[src/sv/mpk_pkg.sv]
// ----------------------------------------------------------------------------
// mpk_pkg: shared types and constants of the Morse pattern keyer
// Pattern store geometry, symbol codes, register indexes and reset values.
// ----------------------------------------------------------------------------
package mpk_pkg;

   localparam int unsigned PATTERN_DEPTH = 32;
   localparam int unsigned IDX_W         = $clog2(PATTERN_DEPTH + 1);
   localparam int unsigned ADDR_W        = $clog2(PATTERN_DEPTH);
   localparam int unsigned SYM_W         = 3;
   localparam int unsigned CSR_IDX_W     = 3;

   typedef logic [SYM_W-1:0]     symbol_type;
   typedef logic [CSR_IDX_W-1:0] csr_index_type;
   typedef logic [ADDR_W-1:0]    addr_type;
   typedef logic [IDX_W-1:0]     index_type;

   localparam symbol_type SYM_DOT    = 3'd0;
   localparam symbol_type SYM_DASH   = 3'd1;
   localparam symbol_type SYM_SPACE  = 3'd2;
   localparam symbol_type SYM_REPEAT = 3'd3;

   localparam csr_index_type CSR_TICK_PRESCALE = 3'd0;
   localparam csr_index_type CSR_DOT_LENGTH    = 3'd1;
   localparam csr_index_type CSR_DASH_LENGTH   = 3'd2;
   localparam csr_index_type CSR_ELEM_GAP      = 3'd3;
   localparam csr_index_type CSR_CHAR_GAP      = 3'd4;

   localparam logic [15:0] RST_TICK_PRESCALE = 16'd5000;
   localparam logic [7:0]  RST_DOT_LENGTH    = 8'd2;
   localparam logic [7:0]  RST_DASH_LENGTH   = 8'd6;
   localparam logic [7:0]  RST_ELEM_GAP      = 8'd2;
   localparam logic [7:0]  RST_CHAR_GAP      = 8'd6;

   typedef struct packed {
      logic       en;
      addr_type   addr;
      symbol_type data;
   } store_wr_type;

endpackage

[src/sv/mpk_pattern_store.sv]
// ----------------------------------------------------------------------------
// mpk_pattern_store: pattern symbol memory
// One write and one registered read per cycle; a write to the entry being
// read in the same cycle is forwarded to the read data.
// ----------------------------------------------------------------------------
module mpk_pattern_store
   import mpk_pkg::*;
(
   input  logic         clock,
   input  store_wr_type wr,
   input  addr_type     rd_addr,
   output symbol_type   rd_data
);

   symbol_type mem [PATTERN_DEPTH];
   symbol_type rd_raw_ff;
   symbol_type fwd_data_ff;
   logic       fwd_hit_ff;

   always_ff @(posedge clock) begin
      if (wr.en) begin
         mem[wr.addr] <= wr.data;
      end
      rd_raw_ff   <= mem[rd_addr];
      fwd_hit_ff  <= wr.en && (wr.addr == rd_addr);
      fwd_data_ff <= wr.data;
   end

   assign rd_data = fwd_hit_ff ? fwd_data_ff : rd_raw_ff;

endmodule

[src/sv/morse_pattern_keyer.sv]
// ----------------------------------------------------------------------------
// morse_pattern_keyer: tick-driven Morse keyer playing a stored pattern
// Result: an accepted request's result is registered in the result register, or in the skid stage while stalled.
// Throughput: one request per cycle while the skid stage is empty; the store keeps the symbol at the next
// read index prefetched in its registered read port, so a step never waits.
// Reset: synchronous, active high; clears control state and loads register
// defaults. Pattern store entries stay undefined until loaded.
// ----------------------------------------------------------------------------
module morse_pattern_keyer
   import mpk_pkg::*;
(
   input  logic          clock,
   input  logic          reset,
   input  logic          req_valid,
   output logic          req_ready,
   input  logic          req_kind,
   input  symbol_type    req_symbol,
   input  logic          req_last_symbol,
   output logic          rsp_valid,
   input  logic          rsp_ready,
   output logic          rsp_tone_on,
   output logic          rsp_sending,
   input  logic          csr_valid,
   output logic          csr_ready,
   input  csr_index_type csr_index,
   input  logic [15:0]   csr_data
);

   // configuration
   logic [15:0] tick_prescale_ff;
   logic [7:0]  dot_length_ff, dash_length_ff, elem_gap_ff, char_gap_ff;

   // keyer state
   logic [15:0] prescale_ff, prescale_in;
   logic [7:0]  period_count_ff, period_count_in;
   logic [7:0]  period_limit_ff, period_limit_in;
   logic        period_done_ff, period_done_in;
   logic        elem_pend_ff, elem_pend_in;
   logic        char_pend_ff, char_pend_in;
   logic        rep_pend_ff, rep_pend_in;
   index_type   read_index_ff, read_index_in;
   index_type   write_index_ff, write_index_in;
   index_type   pattern_len_ff, pattern_len_in;
   logic        tone_ff, tone_in;
   logic        sending_ff, sending_in;

   // result register and skid stage
   logic rsp_valid_ff, rsp_tone_ff, rsp_sending_ff;
   logic skid_valid_ff, skid_tone_ff, skid_sending_ff;

   logic         req_accept, rsp_take, step;
   logic [7:0]   count_next;
   store_wr_type store_wr;
   symbol_type   cur_sym;

   assign req_ready  = !skid_valid_ff;
   assign req_accept = req_valid && req_ready;
   assign rsp_take   = rsp_valid_ff && rsp_ready;
   assign csr_ready  = 1'b1;
   assign count_next = period_count_ff + 8'd1;

   mpk_pattern_store u_store (
      .clock   (clock),
      .wr      (store_wr),
      .rd_addr (read_index_in[ADDR_W-1:0]),
      .rd_data (cur_sym)
   );

   always_comb begin
      prescale_in     = prescale_ff;
      period_count_in = period_count_ff;
      period_limit_in = period_limit_ff;
      period_done_in  = period_done_ff;
      elem_pend_in    = elem_pend_ff;
      char_pend_in    = char_pend_ff;
      rep_pend_in     = rep_pend_ff;
      read_index_in   = read_index_ff;
      write_index_in  = write_index_ff;
      pattern_len_in  = pattern_len_ff;
      tone_in         = tone_ff;
      sending_in      = sending_ff;
      store_wr        = '0;
      step            = 1'b0;

      if (req_accept) begin
         if (req_kind) begin
            if (write_index_ff < index_type'(PATTERN_DEPTH)) begin
               store_wr.en    = 1'b1;
               store_wr.addr  = write_index_ff[ADDR_W-1:0];
               store_wr.data  = req_symbol;
               write_index_in = write_index_ff + index_type'(1);
            end
            if (req_last_symbol) begin
               pattern_len_in = write_index_in;
               write_index_in = '0;
               read_index_in  = '0;
               period_done_in = 1'b1;
            end
         end else if (prescale_ff == 16'd1) begin
            prescale_in = tick_prescale_ff;
            step        = 1'b1;
         end else begin
            prescale_in = prescale_ff - 16'd1;
         end
      end

      if (step) begin
         if (!period_done_ff && period_count_ff != 8'd0) begin
            // count the running period, drop the tone at its end
            period_count_in = count_next;
            if (count_next >= period_limit_ff) begin
               period_count_in = 8'd0;
               tone_in         = 1'b0;
               period_done_in  = 1'b1;
            end
         end else if (!period_done_ff) begin
            // idle: hold
         end else if (char_pend_ff) begin
            char_pend_in    = 1'b0;
            period_limit_in = char_gap_ff;
            period_count_in = 8'd1;
            period_done_in  = 1'b0;
            tone_in         = 1'b0;
         end else if (elem_pend_ff) begin
            elem_pend_in    = 1'b0;
            period_limit_in = elem_gap_ff;
            period_count_in = 8'd1;
            period_done_in  = 1'b0;
            tone_in         = 1'b0;
         end else if (rep_pend_ff) begin
            rep_pend_in   = 1'b0;
            read_index_in = '0;
         end else if (read_index_ff < pattern_len_ff) begin
            case (cur_sym)
               SYM_DOT, SYM_DASH: begin
                  sending_in      = 1'b1;
                  period_limit_in = (cur_sym == SYM_DOT) ? dot_length_ff : dash_length_ff;
                  period_count_in = 8'd1;
                  period_done_in  = 1'b0;
                  tone_in         = 1'b1;
                  elem_pend_in    = 1'b1;
                  read_index_in   = read_index_ff + index_type'(1);
               end
               SYM_SPACE: begin
                  sending_in    = 1'b1;
                  char_pend_in  = 1'b1;
                  read_index_in = read_index_ff + index_type'(1);
               end
               SYM_REPEAT: begin
                  // rewind on the next step
                  sending_in  = 1'b1;
                  rep_pend_in = 1'b1;
               end
               default: begin
                  sending_in = 1'b0;
               end
            endcase
         end else begin
            sending_in = 1'b0;
         end
      end
   end

   always_ff @(posedge clock) begin
      if (reset) begin
         tick_prescale_ff <= RST_TICK_PRESCALE;
         dot_length_ff    <= RST_DOT_LENGTH;
         dash_length_ff   <= RST_DASH_LENGTH;
         elem_gap_ff      <= RST_ELEM_GAP;
         char_gap_ff      <= RST_CHAR_GAP;
         prescale_ff      <= 16'd1;
         period_count_ff  <= '0;
         period_limit_ff  <= '0;
         period_done_ff   <= 1'b0;
         elem_pend_ff     <= 1'b0;
         char_pend_ff     <= 1'b0;
         rep_pend_ff      <= 1'b0;
         read_index_ff    <= '0;
         write_index_ff   <= '0;
         pattern_len_ff   <= '0;
         tone_ff          <= 1'b0;
         sending_ff       <= 1'b0;
         rsp_valid_ff     <= 1'b0;
         skid_valid_ff    <= 1'b0;
      end else begin
         if (csr_valid && csr_ready) begin
            case (csr_index)
               CSR_TICK_PRESCALE: tick_prescale_ff <= csr_data;
               CSR_DOT_LENGTH:    dot_length_ff    <= csr_data[7:0];
               CSR_DASH_LENGTH:   dash_length_ff   <= csr_data[7:0];
               CSR_ELEM_GAP:      elem_gap_ff      <= csr_data[7:0];
               CSR_CHAR_GAP:      char_gap_ff      <= csr_data[7:0];
               default: ;
            endcase
         end
         prescale_ff     <= prescale_in;
         period_count_ff <= period_count_in;
         period_limit_ff <= period_limit_in;
         period_done_ff  <= period_done_in;
         elem_pend_ff    <= elem_pend_in;
         char_pend_ff    <= char_pend_in;
         rep_pend_ff     <= rep_pend_in;
         read_index_ff   <= read_index_in;
         write_index_ff  <= write_index_in;
         pattern_len_ff  <= pattern_len_in;
         tone_ff         <= tone_in;
         sending_ff      <= sending_in;

         if (!rsp_valid_ff || rsp_take) begin
            rsp_valid_ff  <= skid_valid_ff || req_accept;
            skid_valid_ff <= 1'b0;
         end else if (req_accept) begin
            skid_valid_ff <= 1'b1;
         end
      end
   end

   // result payload: advance from the skid stage first, else take the new result
   always_ff @(posedge clock) begin
      if (!rsp_valid_ff || rsp_take) begin
         rsp_tone_ff    <= skid_valid_ff ? skid_tone_ff : tone_in;
         rsp_sending_ff <= skid_valid_ff ? skid_sending_ff : sending_in;
      end else if (req_accept) begin
         skid_tone_ff    <= tone_in;
         skid_sending_ff <= sending_in;
      end
   end

   assign rsp_valid   = rsp_valid_ff;
   assign rsp_tone_on = rsp_tone_ff;
   assign rsp_sending = rsp_sending_ff;

endmodule

[config.mk]
export PLATFORM = sky130hd
export DESIGN_NAME = morse_pattern_keyer
export DESIGN_NICKNAME = d
export VERILOG_FILES = /design/src/sv/mpk_pkg.sv /design/src/sv/mpk_pattern_store.sv /design/src/sv/morse_pattern_keyer.sv
export SDC_FILE = /design/constraint.sdc
export NUM_CORES = 1
export LEC_CHECK = 0
export BUFFER_PORTS_ARGS = -buffer_cell sky130_fd_sc_hd__buf_2
export CAP_MARGIN = 25
export CORE_MARGIN = 10
export CORE_UTILIZATION = 50
export DETAILED_ROUTE_END_ITERATION = 10
export GPL_TIMING_DRIVEN = 0
export PLACE_DENSITY = 0.63
export SYNTH_ARGS = -nofsm -noshare
export SYNTH_HDL_FRONTEND = slang
export SYNTH_HIERARCHICAL = 1
export SYNTH_SLANG_ARGS = --single-unit
[constraint.sdc]
create_clock -name clock -period 4.7 [get_ports clock]
set_input_delay 0.705 -clock clock [delete_from_list [all_inputs] [get_ports clock]]
set_output_delay 0.705 -clock clock [all_outputs]
set_load 0.02 [all_outputs]
# After elaboration in Yosys (flattened, before gate mapping)
# Memories as Yosys holds them, arrays and structs flattened. A register that Yosys moved wholly into a read port is not among the register bits.
# Cells that the tools add are included.
word_totals:
  regBits: 114
  ramBits: 96
  input_bits: 29
  out_inout_bits: 5
  wordCells: 164
  memories: 1
mem_list:
  columns: ["memory", "depth", "width", "read_ports", "rd_ports_with_merged_regs", "write_ports", "line_no", "text"]
  rows:
  - ["u_store.mem", 32, 3, 1, 1, 1, "mpk_pattern_store.sv:15", "symbol_type mem [PATTERN_DEPTH];"]
op_classes:
  addsub: 4
  magnitude_cmp: 3
  n_eq_ne: 11
  muxes: 80
  bitwise_logic: 5
  reduce_logical: 35
ops:
  columns: ["cell", "n"]
  rows:
  - ["2-to-1 mux 8 bit", 14]
  - ["2-to-1 mux 6 bit", 13]
  - ["2-to-1 mux 1 bit", 48]
  - ["2-to-1 mux 9 bit", 3]
  - ["equality test 16 x 1 -> 1 bit (second input constant)", 1]
  - ["2-to-1 mux 16 bit", 1]
  - ["AND reduction 2 bit", 8]
  - ["subtractor 16 x 1 -> 16 bit (second input constant)", 1]
  - ["adder 6 x 1 -> 6 bit (second input constant)", 2]
  - ["equality test 3 x 2 -> 1 bit (second input constant)", 4]
  - ["AND reduction 5 bit", 2]
  - ["adder 8 x 1 -> 8 bit (second input constant)", 1]
  - ["greater-or-equal comparator 8 bit", 1]
  - ["nonzero test 4 bit", 2]
  - ["nonzero test 8 bit", 1]
  - ["equality test 3 x 1 -> 1 bit (second input constant)", 2]
  - ["logical NOT 3 bit", 2]
  - ["less-than comparator 6 bit", 1]
  - ["less-than comparator 6 bit (second input constant)", 1]
  - ["AND reduction 3 bit", 2]
  - ["AND reduction 6 bit", 1]
  - ["nonzero test 3 bit", 2]
  - ["equality test 5 bit", 1]
  - ["NOT 1 bit", 5]
  - ["other kinds (12)", 19]

# Depth between registers and ports, before layout
# Gate-level depths: netlist (run 1).
logic_depth:
  word_depth: 13
  mapped_depth: 13

# Modules after synthesis
# Netlist (run 1), hierarchy kept.
modules_own_cells:
  columns: ["module", "n_inst", "cells_each", "area_per_inst_um2", "seq_area_each_um2"]
  rows:
  - ["morse_pattern_keyer", 1, 689, 5630.4, 2242.2]
  - ["mpk_pattern_store", 1, 203, 4093.9, 3022.9]

# Least setup slack after synthesis (run 1)
# Ideal clock, no wire load.
synth_path:
  kind: "input-to-reg"
  startpoint: "in req_valid"
  endpoint: "reg u_store.rd_raw_ff[0] (read register of u_store.mem)"
  setup_time_ns: 0.121
  arrival_ns: 3.596
  required_time_ns: 4.579
  setup_slack_ns: 0.983
  stages: 11
  path_buffers: 2
  cell_sequence: "nor3b_4 nand3_4 or4_4 nor2_1 nand2_1 nand3_1 clkbuf_1 buf_1 mux4_2 mux4_2 mux2_2"
synth_between:
  elab_chain_cells: 10
  elab_cells_between_ends: 11
  cone_classes: "mux: 10; reduce/logical: 1"
synth_lines:
  columns: ["element", "line_no", "text"]
  rows:
  - ["from (decl)", "morse_pattern_keyer.sv:14", "input logic req_valid,"]
  - ["logical AND 1 bit *", "morse_pattern_keyer.sv:57", "assign req_accept = req_valid && req_ready;"]
  - ["2-to-1 mux 6 bit", "morse_pattern_keyer.sv:85", "if (req_accept) begin"]
  - ["2-to-1 mux 6 bit", null, null]
  - ["2-to-1 mux 6 bit", "morse_pattern_keyer.sv:133", "end else if (read_index_ff < pattern_len_ff) begin"]
  - ["2-to-1 mux 6 bit", "morse_pattern_keyer.sv:130", "end else if (rep_pend_ff) begin"]
  - ["2-to-1 mux 6 bit", "morse_pattern_keyer.sv:124", "end else if (elem_pend_ff) begin"]
  - ["2-to-1 mux 6 bit", "morse_pattern_keyer.sv:118", "end else if (char_pend_ff) begin"]
  - ["2-to-1 mux 6 bit", "morse_pattern_keyer.sv:116", "end else if (!period_done_ff) begin"]
  - ["2-to-1 mux 6 bit", "morse_pattern_keyer.sv:108", "if (!period_done_ff && period_count_ff != 8'd0) begin"]
  - ["2-to-1 mux 6 bit *", "morse_pattern_keyer.sv:107", "if (step) begin"]
  - ["via read_index_in[2]", "morse_pattern_keyer.sv:41", "index_type read_index_ff, read_index_in;"]
  - ["to (decl)", "mpk_pattern_store.sv:16", "symbol_type rd_raw_ff;"]
# The timed path passes the listed nets; every way through them passes the cells marked *.
# A chain may end at the register's enable or synchronous reset.

# Worst setup path after layout (run 1)
layout_path:
  startpoint: "reg prescale_ff[0]"
  endpoint: "reg u_store.rd_raw_ff[2] (read register of u_store.mem)"
layout_between:
  elab_chain_cells: 5
layout_lines:
  columns: ["element", "line_no", "text"]
  rows:
  - ["from (decl)", "morse_pattern_keyer.sv:34", "logic [15:0] prescale_ff, prescale_in;"]
  - ["from (signal assigned)", "morse_pattern_keyer.sv:196", "prescale_ff <= prescale_in;"]
  - ["equality test 16 x 1 -> 1 bit", "morse_pattern_keyer.sv:99", "end else if (prescale_ff == 16'd1) begin"]
  - ["2-to-1 mux 1 bit", "morse_pattern_keyer.sv:99", null]
  - ["2-to-1 mux 1 bit", "morse_pattern_keyer.sv:86", "if (req_kind) begin"]
  - ["2-to-1 mux 1 bit", "morse_pattern_keyer.sv:85", null]
  - ["2-to-1 mux 6 bit", "morse_pattern_keyer.sv:107", null]
  - ["via read_index_in[2]", "morse_pattern_keyer.sv:41", null]
# The timed path passes the listed nets, and every way through them passes these cells.

==> results of run 1 <==
-- tightest hold or removal path: stages --
cell,delay (ps)
buf_2,70
nand2_1,40
nand3b_1,60
-- synth_stat cells, drive strengths merged (4+ instances only) --
library cell / n
xnor2: 5
xor2: 11
buf: 10
nor3b: 4
nand4: 7
nor2: 84
a21oi: 63
nor2b: 10
a21o: 5
o22ai: 7
o31a: 4
nor4b: 4
ha: 20
nand3: 16
a211oi: 24
a32oi: 4
inv: 24
and3: 14
mux2i: 17
nand2: 124
nand2b: 14
o31ai: 4
nor3: 22
or3: 6
nand3b: 17
and2: 7
clkbuf: 39
mux4: 30
dfxtp: 113
o21ai: 23
mux2: 15
edfxtp: 100
-- power by group through the flow --
stage | Combinational (mW) | Clock, mW | Sequential [mW]
floorplan | 0.645 | 0 | 2.10
detailed placement | 0.882 | 0 | 2.12
CTS | 0.885 | 1.92 | 2.08
finish | 0.894 | 1.89 | 2.08
global placement | 0.872 | 0 | 2.12
global route | 0.999 | 2.02 | 2.09
-- placed cells by master, fill, tap and decap left out, drive strengths merged, types with 5 or more instances in the layout --
cell / n
nand2b: 14
nand2: 124
clkinv: 10
ha: 20
a21o: 5
nand3b: 17
dfxtp: 113
mux4: 30
buf: 45
mux2: 15
xor2: 11
nor2b: 10
o22ai: 7
edfxtp: 100
o21ai: 23
a211oi: 24
nor3: 22
nor2: 84
inv: 24
or3: 6
a21oi: 63
clkbuf: 69
nand3: 16
mux2i: 17
nand4: 7
and2: 7
and3: 14
xnor2: 5
-- per-layer routing --
metal  wire length [µm]  vias to the layer above  part of all wire [%]
met3               1040                       31                   4.5
met4                472                        0                   2.1
met1              10900                     3318                    48
li1                   -                     3381                     -
met5                  0                        -                     0
met2              10500                      156                    46
-- layout make-up --
cell class / instances / area, µm² / share of cell area [%]
Buffer: 49 / 210 / 1.89
Clock buffer: 30 / 653 / 5.89
Clock inverter: 14 / 163 / 1.47
Inverter: 24 / 90.1 / 0.812
Multi-Input combinational cell: 606 / 4160 / 37.5
Sequential cell: 213 / 5270 / 47.5
Tap cell: 260 / 325 / 2.93
Timing Repair Buffer: 35 / 230 / 2.07
-- kinds of logic (layout without fill, tap and decap cells) --
kind of cell / after synthesis / after routing
adder cells (fa/ha/maj): 20 / 20
multiplexers: 62 / 62
AO/OA/AOI/OAI: 163 / 163
XOR/XNOR: 16 / 16
buffers and inverters: 73 / 152
AND/OR/NAND/NOR: 344 / 344
other: 1 / 1
flip-flops: 213 / 213
-- through the flow --
| step | setup WS, ps | utilization (%) | area, µm² | instances |
|---|---|---|---|---|
| after CTS | 295 | 58.7 | 11100 | 1231 |
| after global routing | 40.7 | 58.7 | 11100 | 1231 |
| after floorplan | 983 | - | 9720 | 892 |
| final | 302 | 58.7 | 11100 | 1231 |
| after global placement | 20.9 | 54.0 | 10200 | 1184 |
| after detailed placement | 11.1 | 54.4 | 10300 | 1187 |
-- sequential cells by signal, indices dropped and copies added (netlist names), 3 cells and up --
signal,count
elem_gap_ff,8
pattern_len_ff,6
dot_length_ff,8
tick_prescale_ff,16
period_count_ff,8
u_store/rd_raw_ff,3
write_index_ff,6
dash_length_ff,8
prescale_ff,16
u_store/mem,96
char_gap_ff,8
u_store/fwd_data_ff,3
read_index_ff,6
period_limit_ff,8
-- worst paths after layout --
kind,startpoint,to,slack [ps]
worst max register to register,prescale_ff[0]$_SDFFE_PP1P_,u_store/rd_raw_ff[2]$_DFF_P_,300
worst min register to register,elem_gap_ff[5]$_SDFFE_PP0P_,elem_gap_ff[5]$_SDFFE_PP0P_,450
worst max-delay path,prescale_ff[0]$_SDFFE_PP1P_,u_store/rd_raw_ff[2]$_DFF_P_,300
worst min-delay path,csr_data[8],tick_prescale_ff[8]$_SDFFE_PP1P_,400
==> flow_summary.toml, run 1 <==
[run_status]
status = "complete, no violations"

[setup_path]
rr_worst_depth = 12
crit_cells = 12
critical_path.top_delay_family = "simple AND/OR/NAND/NOR gates"
max_stage_delay_ps = 530
path_cells = "ha_1 > nor4b_4 > nand3_4 > or4_4 > nor2_1 > nand2_1 > nand3_1 > clkbuf_1 > buf_1 > mux4_2 > mux4_2 > mux2_2"
slowest_stage = "buf_1"
crit_path_frequent_cell = "mux4_2"
critPathMaxFanout = 10
cp_num_buf_inv = 2
start_kind = "flop"
cp-end-kind = "flop"
crit_arrival_ps = 4810
cp.required_ps = 5110
critPathKind = "reg -> reg"

[layout]
layout-drive-gt1-share_pct = 14.3
syn2layout_area_growth_pct = 14.1
fillers = 1671
layout.nets = 1002
antennaDiodeCount = 0

[timing]
holdWs_ps = 404
period_share_pct = 93.6
fin_crit_ps = 4400
setup_viol = 0
worst_pin_slew_ps = 963
fin_setup_tns_ps = 0
finClkSkew_ps = 14.4
fmax_mhz = 227
hold_viol = 0
drv_slew = 0
max_slew_margin_pct = 35.6
rsz0062_at_grt = "false"

[yosys]
netlist_area_mm2 = 0.00972
synth_cells = 892
synth_fa_ha_area_share_pct = 2.57
synth-xor-area-share_pct = 1.44
ys_ff_latch = 213
synth-compound-area-share_pct = 10.6
syn_nets = 941
synth.area.mux_share_pct = 10.5
async_reset_ff_share_pct = 0
syn_area_per_cell_um2 = 10.9
synth_ff_type = "dfxtp_1"
synth_edf_count = 100
synth_largest_area_cell = "edfxtp_1"
synthSimpleGateAreaFrac_pct = 17.6
synth_top_area_share_pct = 30.9
ys_seq_area_share_pct = 54.1
ys_warn_count = 6
synth_area_leaders = "edfxtp_1 (31%), dfxtp_1 (23%), mux4_2 (6.9%)"
synth_cell_type_count = 68
synth_top_family_by_area = "simple AND/OR/NAND/NOR gates"

[power_and_ir_drop]
leakage_nw = 3.83
p_switching_mw = 1.39
total_power_mw = 4.86
p_sw_share_pct = 28.7
intPower_mw = 3.47
peakVddDrop_mv = 0.301
power_frac_clock_pct = 38.8
powerDensity_mw_per_mm2 = 438
power_frac_comb_pct = 18.4
p_seq_share_pct = 42.8

[routing]
vias_per_cell = 5.59
post_drt_wl_per_cell_um = 18.6
num_vias = 6886
drt-initial-drc-count = 523
detail-route-antenna-nets = 0
firstDrtPassIters = 4
drc = 0
drt_wl_total_mm = 22.9

[die]
rows = 50
die_x_um = 159
dieHeight_um = 159
core_mm2 = 0.0189
pin_count = 34
start_util_pct = 51.5
die_area_mm2 = 0.0254

[global_route]
use_met3_pct = 2.58
antenna_found_initial = 0
grt_pass1_vias = 6708
grt_first_pass_wirelength_mm = 37.2
top_usage_layer = "met2"
gr-usage-met2_pct = 28.1
grt_max_degree = 24
grt_usage_pct = 17.8
grt_overflow_total = 0
use_met1_pct = 25.1

[place]
gp_congestion = 0.865
portBuffers = 32
place_hpwl_mm = 16.3

[clock_network]
cts_resized = 0
cts_buffers = 24
cts_hold_buf = 0
cts_tree = "yes"
clockRootBuffer = "clkbuf_16"
cts.clk_slew.worst_paths_ps = 60
cts_setup_buffers = 0
htree_levels = 1
cts_buffer_depth = 3
worstSkewPairLatency_ps = 520
cts_sinks = 213

[hold_path]
whs_path_depth = 3
worstHoldPathType = "in -> reg"

[flow_run]
max_cap_violations = 0
Power figures use the tool's default switching activity.
==> inputs of run 2 (changes only) <==
--- a/config.mk
+++ b/config.mk
@@ -8,10 +8,11 @@
 export BUFFER_PORTS_ARGS = -buffer_cell sky130_fd_sc_hd__buf_2
 export CAP_MARGIN = 25
 export CORE_MARGIN = 10
-export CORE_UTILIZATION = 50
+export CORE_UTILIZATION = 62
 export DETAILED_ROUTE_END_ITERATION = 10
 export GPL_TIMING_DRIVEN = 0
-export PLACE_DENSITY = 0.63
+export PLACE_DENSITY = 0.77
+export SKIP_CTS_REPAIR_TIMING = 1
 export SYNTH_ARGS = -nofsm -noshare
 export SYNTH_HDL_FRONTEND = slang
 export SYNTH_HIERARCHICAL = 1
==> run 2 against run 1 <==
Compared with the run above: utilization is 13 points higher; critical path depth unchanged; largest power group unchanged; critical path type unchanged; largest cell class unchanged; power decreased by 2.5%.
==> flow_summary.toml, run 2 (same netlist as run 1, synthesis figures left out) <==
[die]
dieHeight_um = 145
die_area_mm2 = 0.0211
die_x_um = 145
pin_count = 34
rows = 45
start_util_pct = 63.7
core_mm2 = 0.0153

[global_route]
grt_max_degree = 34
antenna_found_initial = 0
grt_overflow_total = 0
grt_first_pass_wirelength_mm = 35.9
grt_usage_pct = 20.5
grt_pass1_vias = 6860

[routing]
post_drt_wl_per_cell_um = 19.2
vias_per_cell = 6.02
drt-initial-drc-count = 577
drc = 0
detail-route-antenna-nets = 0
drt_wl_total_mm = 22.6
firstDrtPassIters = 5
num_vias = 7095

[layout]
fillers = 1128
reg_top3 = "u_store/mem (96), prescale_ff (16), tick_prescale_ff (16)"
stdcell_count = 1178
postLayoutCoreUtil_pct = 71.9
largest_reg_flops = 96
top_register = "u_store/mem"
layout.nets = 1000
antennaDiodeCount = 0
syn2layout_area_growth_pct = 12.8
final_cell_area_mm2 = 0.0110
layout-drive-gt1-share_pct = 14.4
mostFrequentLayoutCell = "nand2_1"
layout_common_cells = "nand2_1 (124), dfxtp_1 (113), edfxtp_1 (100)"

[place]
place_hpwl_mm = 15.4
place_inst = 1136
gp_congestion = 0.894
portBuffers = 32
placed_area_mm2 = 0.0102

[clock_network]
cts.clk_slew.worst_paths_ps = 60
clockRootBuffer = "clkbuf_16"
htree_levels = 1
cts_tree = "yes"
worstSkewPairLatency_ps = 520
cts_buffers = 22
cts_buffer_depth = 3
cts_sinks = 213

[setup_path]
reg2reg_to = "u_store/rd_raw_ff[0]$_DFF_P_"
critPathMaxFanout = 10
critical_path.top_delay_family = "simple AND/OR/NAND/NOR gates"
critical_path.startpoint = "prescale_ff[0]$_SDFFE_PP1P_"
rr_worst_depth = 12
slowest_stage = "buf_1"
start_kind = "flop"
crit_arrival_ps = 4840
cp.required_ps = 5110
critPathKind = "reg -> reg"
crit_cells = 12
critPathCapture = "u_store/rd_raw_ff[0]$_DFF_P_"
max_stage_delay_ps = 590
rr_startpoint = "prescale_ff[0]$_SDFFE_PP1P_"
path_cells = "ha_1 > nor4b_4 > nand3_4 > or4_4 > nor2_1 > nand2_1 > nand3_1 > clkbuf_1 > buf_1 > mux4_2 > mux4_2 > mux2_2"
cp-end-kind = "flop"
cp_num_buf_inv = 2
crit_path_frequent_cell = "mux4_2"
r2r_slack_ps = 270

[timing]
holdWs_ps = 402
hold_viol = 0
fin_crit_ps = 4430
setup_viol = 0
finClkSkew_ps = 13.3
worst_pin_slew_ps = 937
rsz0062_at_grt = "false"
period_share_pct = 94.3
fmax_mhz = 226
drv_slew = 0
max_slew_margin_pct = 37.3

[run_status]
status = "complete, no violations"

[power_and_ir_drop]
powerDensity_mw_per_mm2 = 432
peakVddDrop_mv = 0.337
total_power_mw = 4.74
leakage_nw = 3.80

[flow_run]
max_cap_violations = 0

[hold_path]
whs_path_depth = 3
worstHoldPathType = "in -> reg"
-- run 2: changes by cell type in the layout (fill, tap and decap cells not counted) --
cell / delta
clkbuf_8: +2
clkinv_1: -6
clkbuf_16: +1
clkinvlp_4: +1
clkinv_2: -2
clkinvlp_2: -1
clkbuf_2: +3
clkbuf_1: +2
bufinv_16: -2
buf_16: -2
-- run 2: per-layer routing --
metal	GRT usage (%)	up-vias	wire length, µm
met5	0	-	0
met4	5.81	0	546
met3	3.51	44	1310
met2	34.5	240	11100
met1	26.7	3426	9690
li1	-	3385	-
-- run 2: metrics by stage --
| stage | worst slack, ps | TNS, ps |
|---|---|---|
| 4_1_cts | 292 | 0 |
| 3_5_place_dp | -19.3 | -19.3 |
| 5_1_grt | 71.0 | 0 |
| 3_3_place_gp | 52.8 | 0 |
| 6_report | 267 | 0 |
| 2_1_floorplan | 983 | 0 |
-- run 2: worst reg2reg max path: stages (launching register included) --
cell and delay [ps]:
dfxtp_1 420, ha_1 180, nor4b_4 420, nand3_4 160, or4_4 530, nor2_1 250, nand2_1 120, nand3_1 110
clkbuf_1 360, buf_1 590, mux4_2 450, mux4_2 470, mux2_2 270
-- run 2: cell type report --
cell class              instances  area [µm²]  share of cell area, %
well taps                     211         264                   2.41
clock inverters                 4        72.6                  0.662
plain buffers                  49         210                   1.92
multi-input cells             606        4160                   37.9
clock buffers                  36         678                   6.19
repair buffers                 35         225                   2.05
inverters                      24        90.1                  0.822
flip-flops and latches        213        5270                   48.0
-- run 2: worst min path at each step --
stage	slack (ps)	endpoint	from
3_3_place_gp	440	dot_length_ff[3]$_SDFFE_PP0P_	dot_length_ff[3]$_SDFFE_PP0P_
4_1_cts	400	tick_prescale_ff[9]$_SDFFE_PP1P_	csr_data[9]
2_1_floorplan	430	tick_prescale_ff[7]$_SDFFE_PP1P_	tick_prescale_ff[7]$_SDFFE_PP1P_
3_5_place_dp	450	dot_length_ff[5]$_SDFFE_PP0P_	dot_length_ff[5]$_SDFFE_PP0P_
5_1_grt	420	tick_prescale_ff[9]$_SDFFE_PP1P_	csr_data[9]
6_report	400	tick_prescale_ff[9]$_SDFFE_PP1P_	csr_data[9]
-- run 2: power breakdown --
part           leakage [nW]  total [mW]  switching [mW]  internal (mW)
combinational          1.63       0.892           0.584          0.308
sequential             1.80        2.08          0.0725           2.01
clock                 0.367        1.77           0.720           1.05
total                  3.80        4.74            1.38           3.36
==> inputs of run 3 (changes only) <==
--- a/config.mk
+++ b/config.mk
@@ -11,7 +11,8 @@
 export CORE_UTILIZATION = 62
 export DETAILED_ROUTE_END_ITERATION = 10
 export GPL_TIMING_DRIVEN = 0
-export PLACE_DENSITY = 0.77
+export PLACE_DENSITY = 0.91
+export SETUP_SLACK_MARGIN = 0.4
 export SKIP_CTS_REPAIR_TIMING = 1
 export SYNTH_ARGS = -nofsm -noshare
 export SYNTH_HDL_FRONTEND = slang
==> run 3 against run 2 <==
Compared with the run above: first-iteration DRC count increased by 25%; sequential share of layout area fell by 0.093 points; clock skew is 4.6 ps higher; wire length grew 4.7%; highest routed layer unchanged; fmax increased by 8.9%; power is 0.28% higher; critical path depth is 2 lower; register-to-register slack better by 360 ps; combinational power increased by 3.0%; final area is 0.19% higher; sequential cell count stayed put; via count rose by 3.8%.
==> flow_summary.toml, run 3 (same netlist as run 1, synthesis figures left out) <==
[setup_path]
critical_path.top_delay_family = "simple AND/OR/NAND/NOR gates"
crit_arrival_ps = 4460
cp_num_buf_inv = 2
rr_worst_depth = 10
crit_path_frequent_cell = "mux4_2"
critPathKind = "reg -> reg"
max_stage_delay_ps = 610
slowest_stage = "or4_4"
crit_cells = 10
start_kind = "flop"
cp.required_ps = 5090
path_cells = "nor3_1 > nand4_2 > or4_4 > nor2_1 > a221o_1 > buf_4 > buf_6 > mux4_2 > mux4_2 > mux2_2"
critPathMaxFanout = 10
cp-end-kind = "flop"

[clock_network]
cts_buffers = 22
worstSkewPairLatency_ps = 510
cts_buffer_depth = 3
cts_tree = "yes"
cts.clk_slew.worst_paths_ps = 60
htree_levels = 1
cts_sinks = 213
clockRootBuffer = "clkbuf_16"

[power_and_ir_drop]
total_power_mw = 4.76
powerDensity_mw_per_mm2 = 433
leakage_nw = 3.82
peakVddDrop_mv = 0.401

[layout]
reg_top3 = "u_store/mem (96), prescale_ff (16), tick_prescale_ff (16)"
stdcell_count = 1180
largest_reg_flops = 96
syn2layout_area_growth_pct = 13.0
final_cell_area_mm2 = 0.0110
mostFrequentLayoutCell = "nand2_1"
layout.nets = 1002
layout-drive-gt1-share_pct = 15.2
top_register = "u_store/mem"
layout_common_cells = "nand2_1 (124), dfxtp_1 (113), edfxtp_1 (100)"
antennaDiodeCount = 0

[die]
start_util_pct = 63.7
pin_count = 34
dieHeight_um = 145
rows = 45
core_mm2 = 0.0153
die_x_um = 145
die_area_mm2 = 0.0211

[timing]
hold_viol = 0
rsz0062_at_grt = "false"
drv_slew = 0
worst_pin_slew_ps = 972
fmax_mhz = 246
fin_setup_tns_ps = 0
setup_viol = 0
finClkSkew_ps = 17.9
max_slew_margin_pct = 35.0
fin_crit_ps = 4070
period_share_pct = 86.6
holdWs_ps = 420

[place]
place_inst = 1135
portBuffers = 32
placed_area_mm2 = 0.0101
gp_congestion = 0.904
place_hpwl_mm = 15.7

[global_route]
grt_pass1_vias = 7224
grt_max_degree = 34
grt_usage_pct = 21.3
antenna_found_initial = 0
grt_first_pass_wirelength_mm = 37.4
grt_overflow_total = 0

[hold_path]
worstHoldPathType = "in -> reg"
whs_path_depth = 3

[routing]
drc = 0
num_vias = 7364
detail-route-antenna-nets = 0
drt-initial-drc-count = 722
firstDrtPassIters = 5
vias_per_cell = 6.24
drt_wl_total_mm = 23.7
post_drt_wl_per_cell_um = 20.1

[run_status]
status = "complete, no violations"

[flow_run]
max_cap_violations = 0
## run 3: per-stage QoR
step / setup slack, ps / utilization, %
floorplan: 983 / -
global placement: 102 / 66.5
detailed placement: 21.2 / 66.5
CTS: 201 / 71.4
global route: 526 / 72.0
finish: 629 / 72.0
## run 3: layout make-up
type	count	area, µm²
tap	211	264
inverter	24	90.1
timing repair buffer	37	245
fill	987	4270
sequential	213	5270
multi-input combinational	606	4160
clock inverter	12	103
clock buffer	28	646
buffer	49	214
## run 3: power by group
group / internal [mW] / leakage (nW) / switching (mW)
Combinational: 0.335 / 1.65 / 0.583
Sequential: 2.01 / 1.80 / 0.0739
Clock: 1.03 / 0.374 / 0.720
Total: 3.38 / 3.82 / 1.38
## run 3: worst paths after layout
path                               start                                 to  slack, ps
min reg2reg  char_gap_ff[0]$_SDFFE_PP0P_        char_gap_ff[0]$_SDFFE_PP0P_        450
max reg2reg  prescale_ff[7]$_SDFFE_PP0P_       u_store/rd_raw_ff[1]$_DFF_P_        630
min                         csr_data[12]  tick_prescale_ff[12]$_SDFFE_PP1P_        420
max          prescale_ff[7]$_SDFFE_PP0P_       u_store/rd_raw_ff[1]$_DFF_P_        630
## run 3: worst min-delay path, cell delays in order
cell and delay, ps:
buf_2 70, nand2_1 40, nand3b_1 60
## run 3: routing by layer
| metal | global-route usage, % | up-vias | share of wire, % |
|---|---|---|---|
| li1 | - | 3381 | - |
| met1 | 25.4 | 3584 | 39 |
| met2 | 38.1 | 341 | 51 |
| met3 | 3.76 | 58 | 6.8 |
| met4 | 6.57 | 0 | 2.8 |
| met5 | 0 | - | 0 |
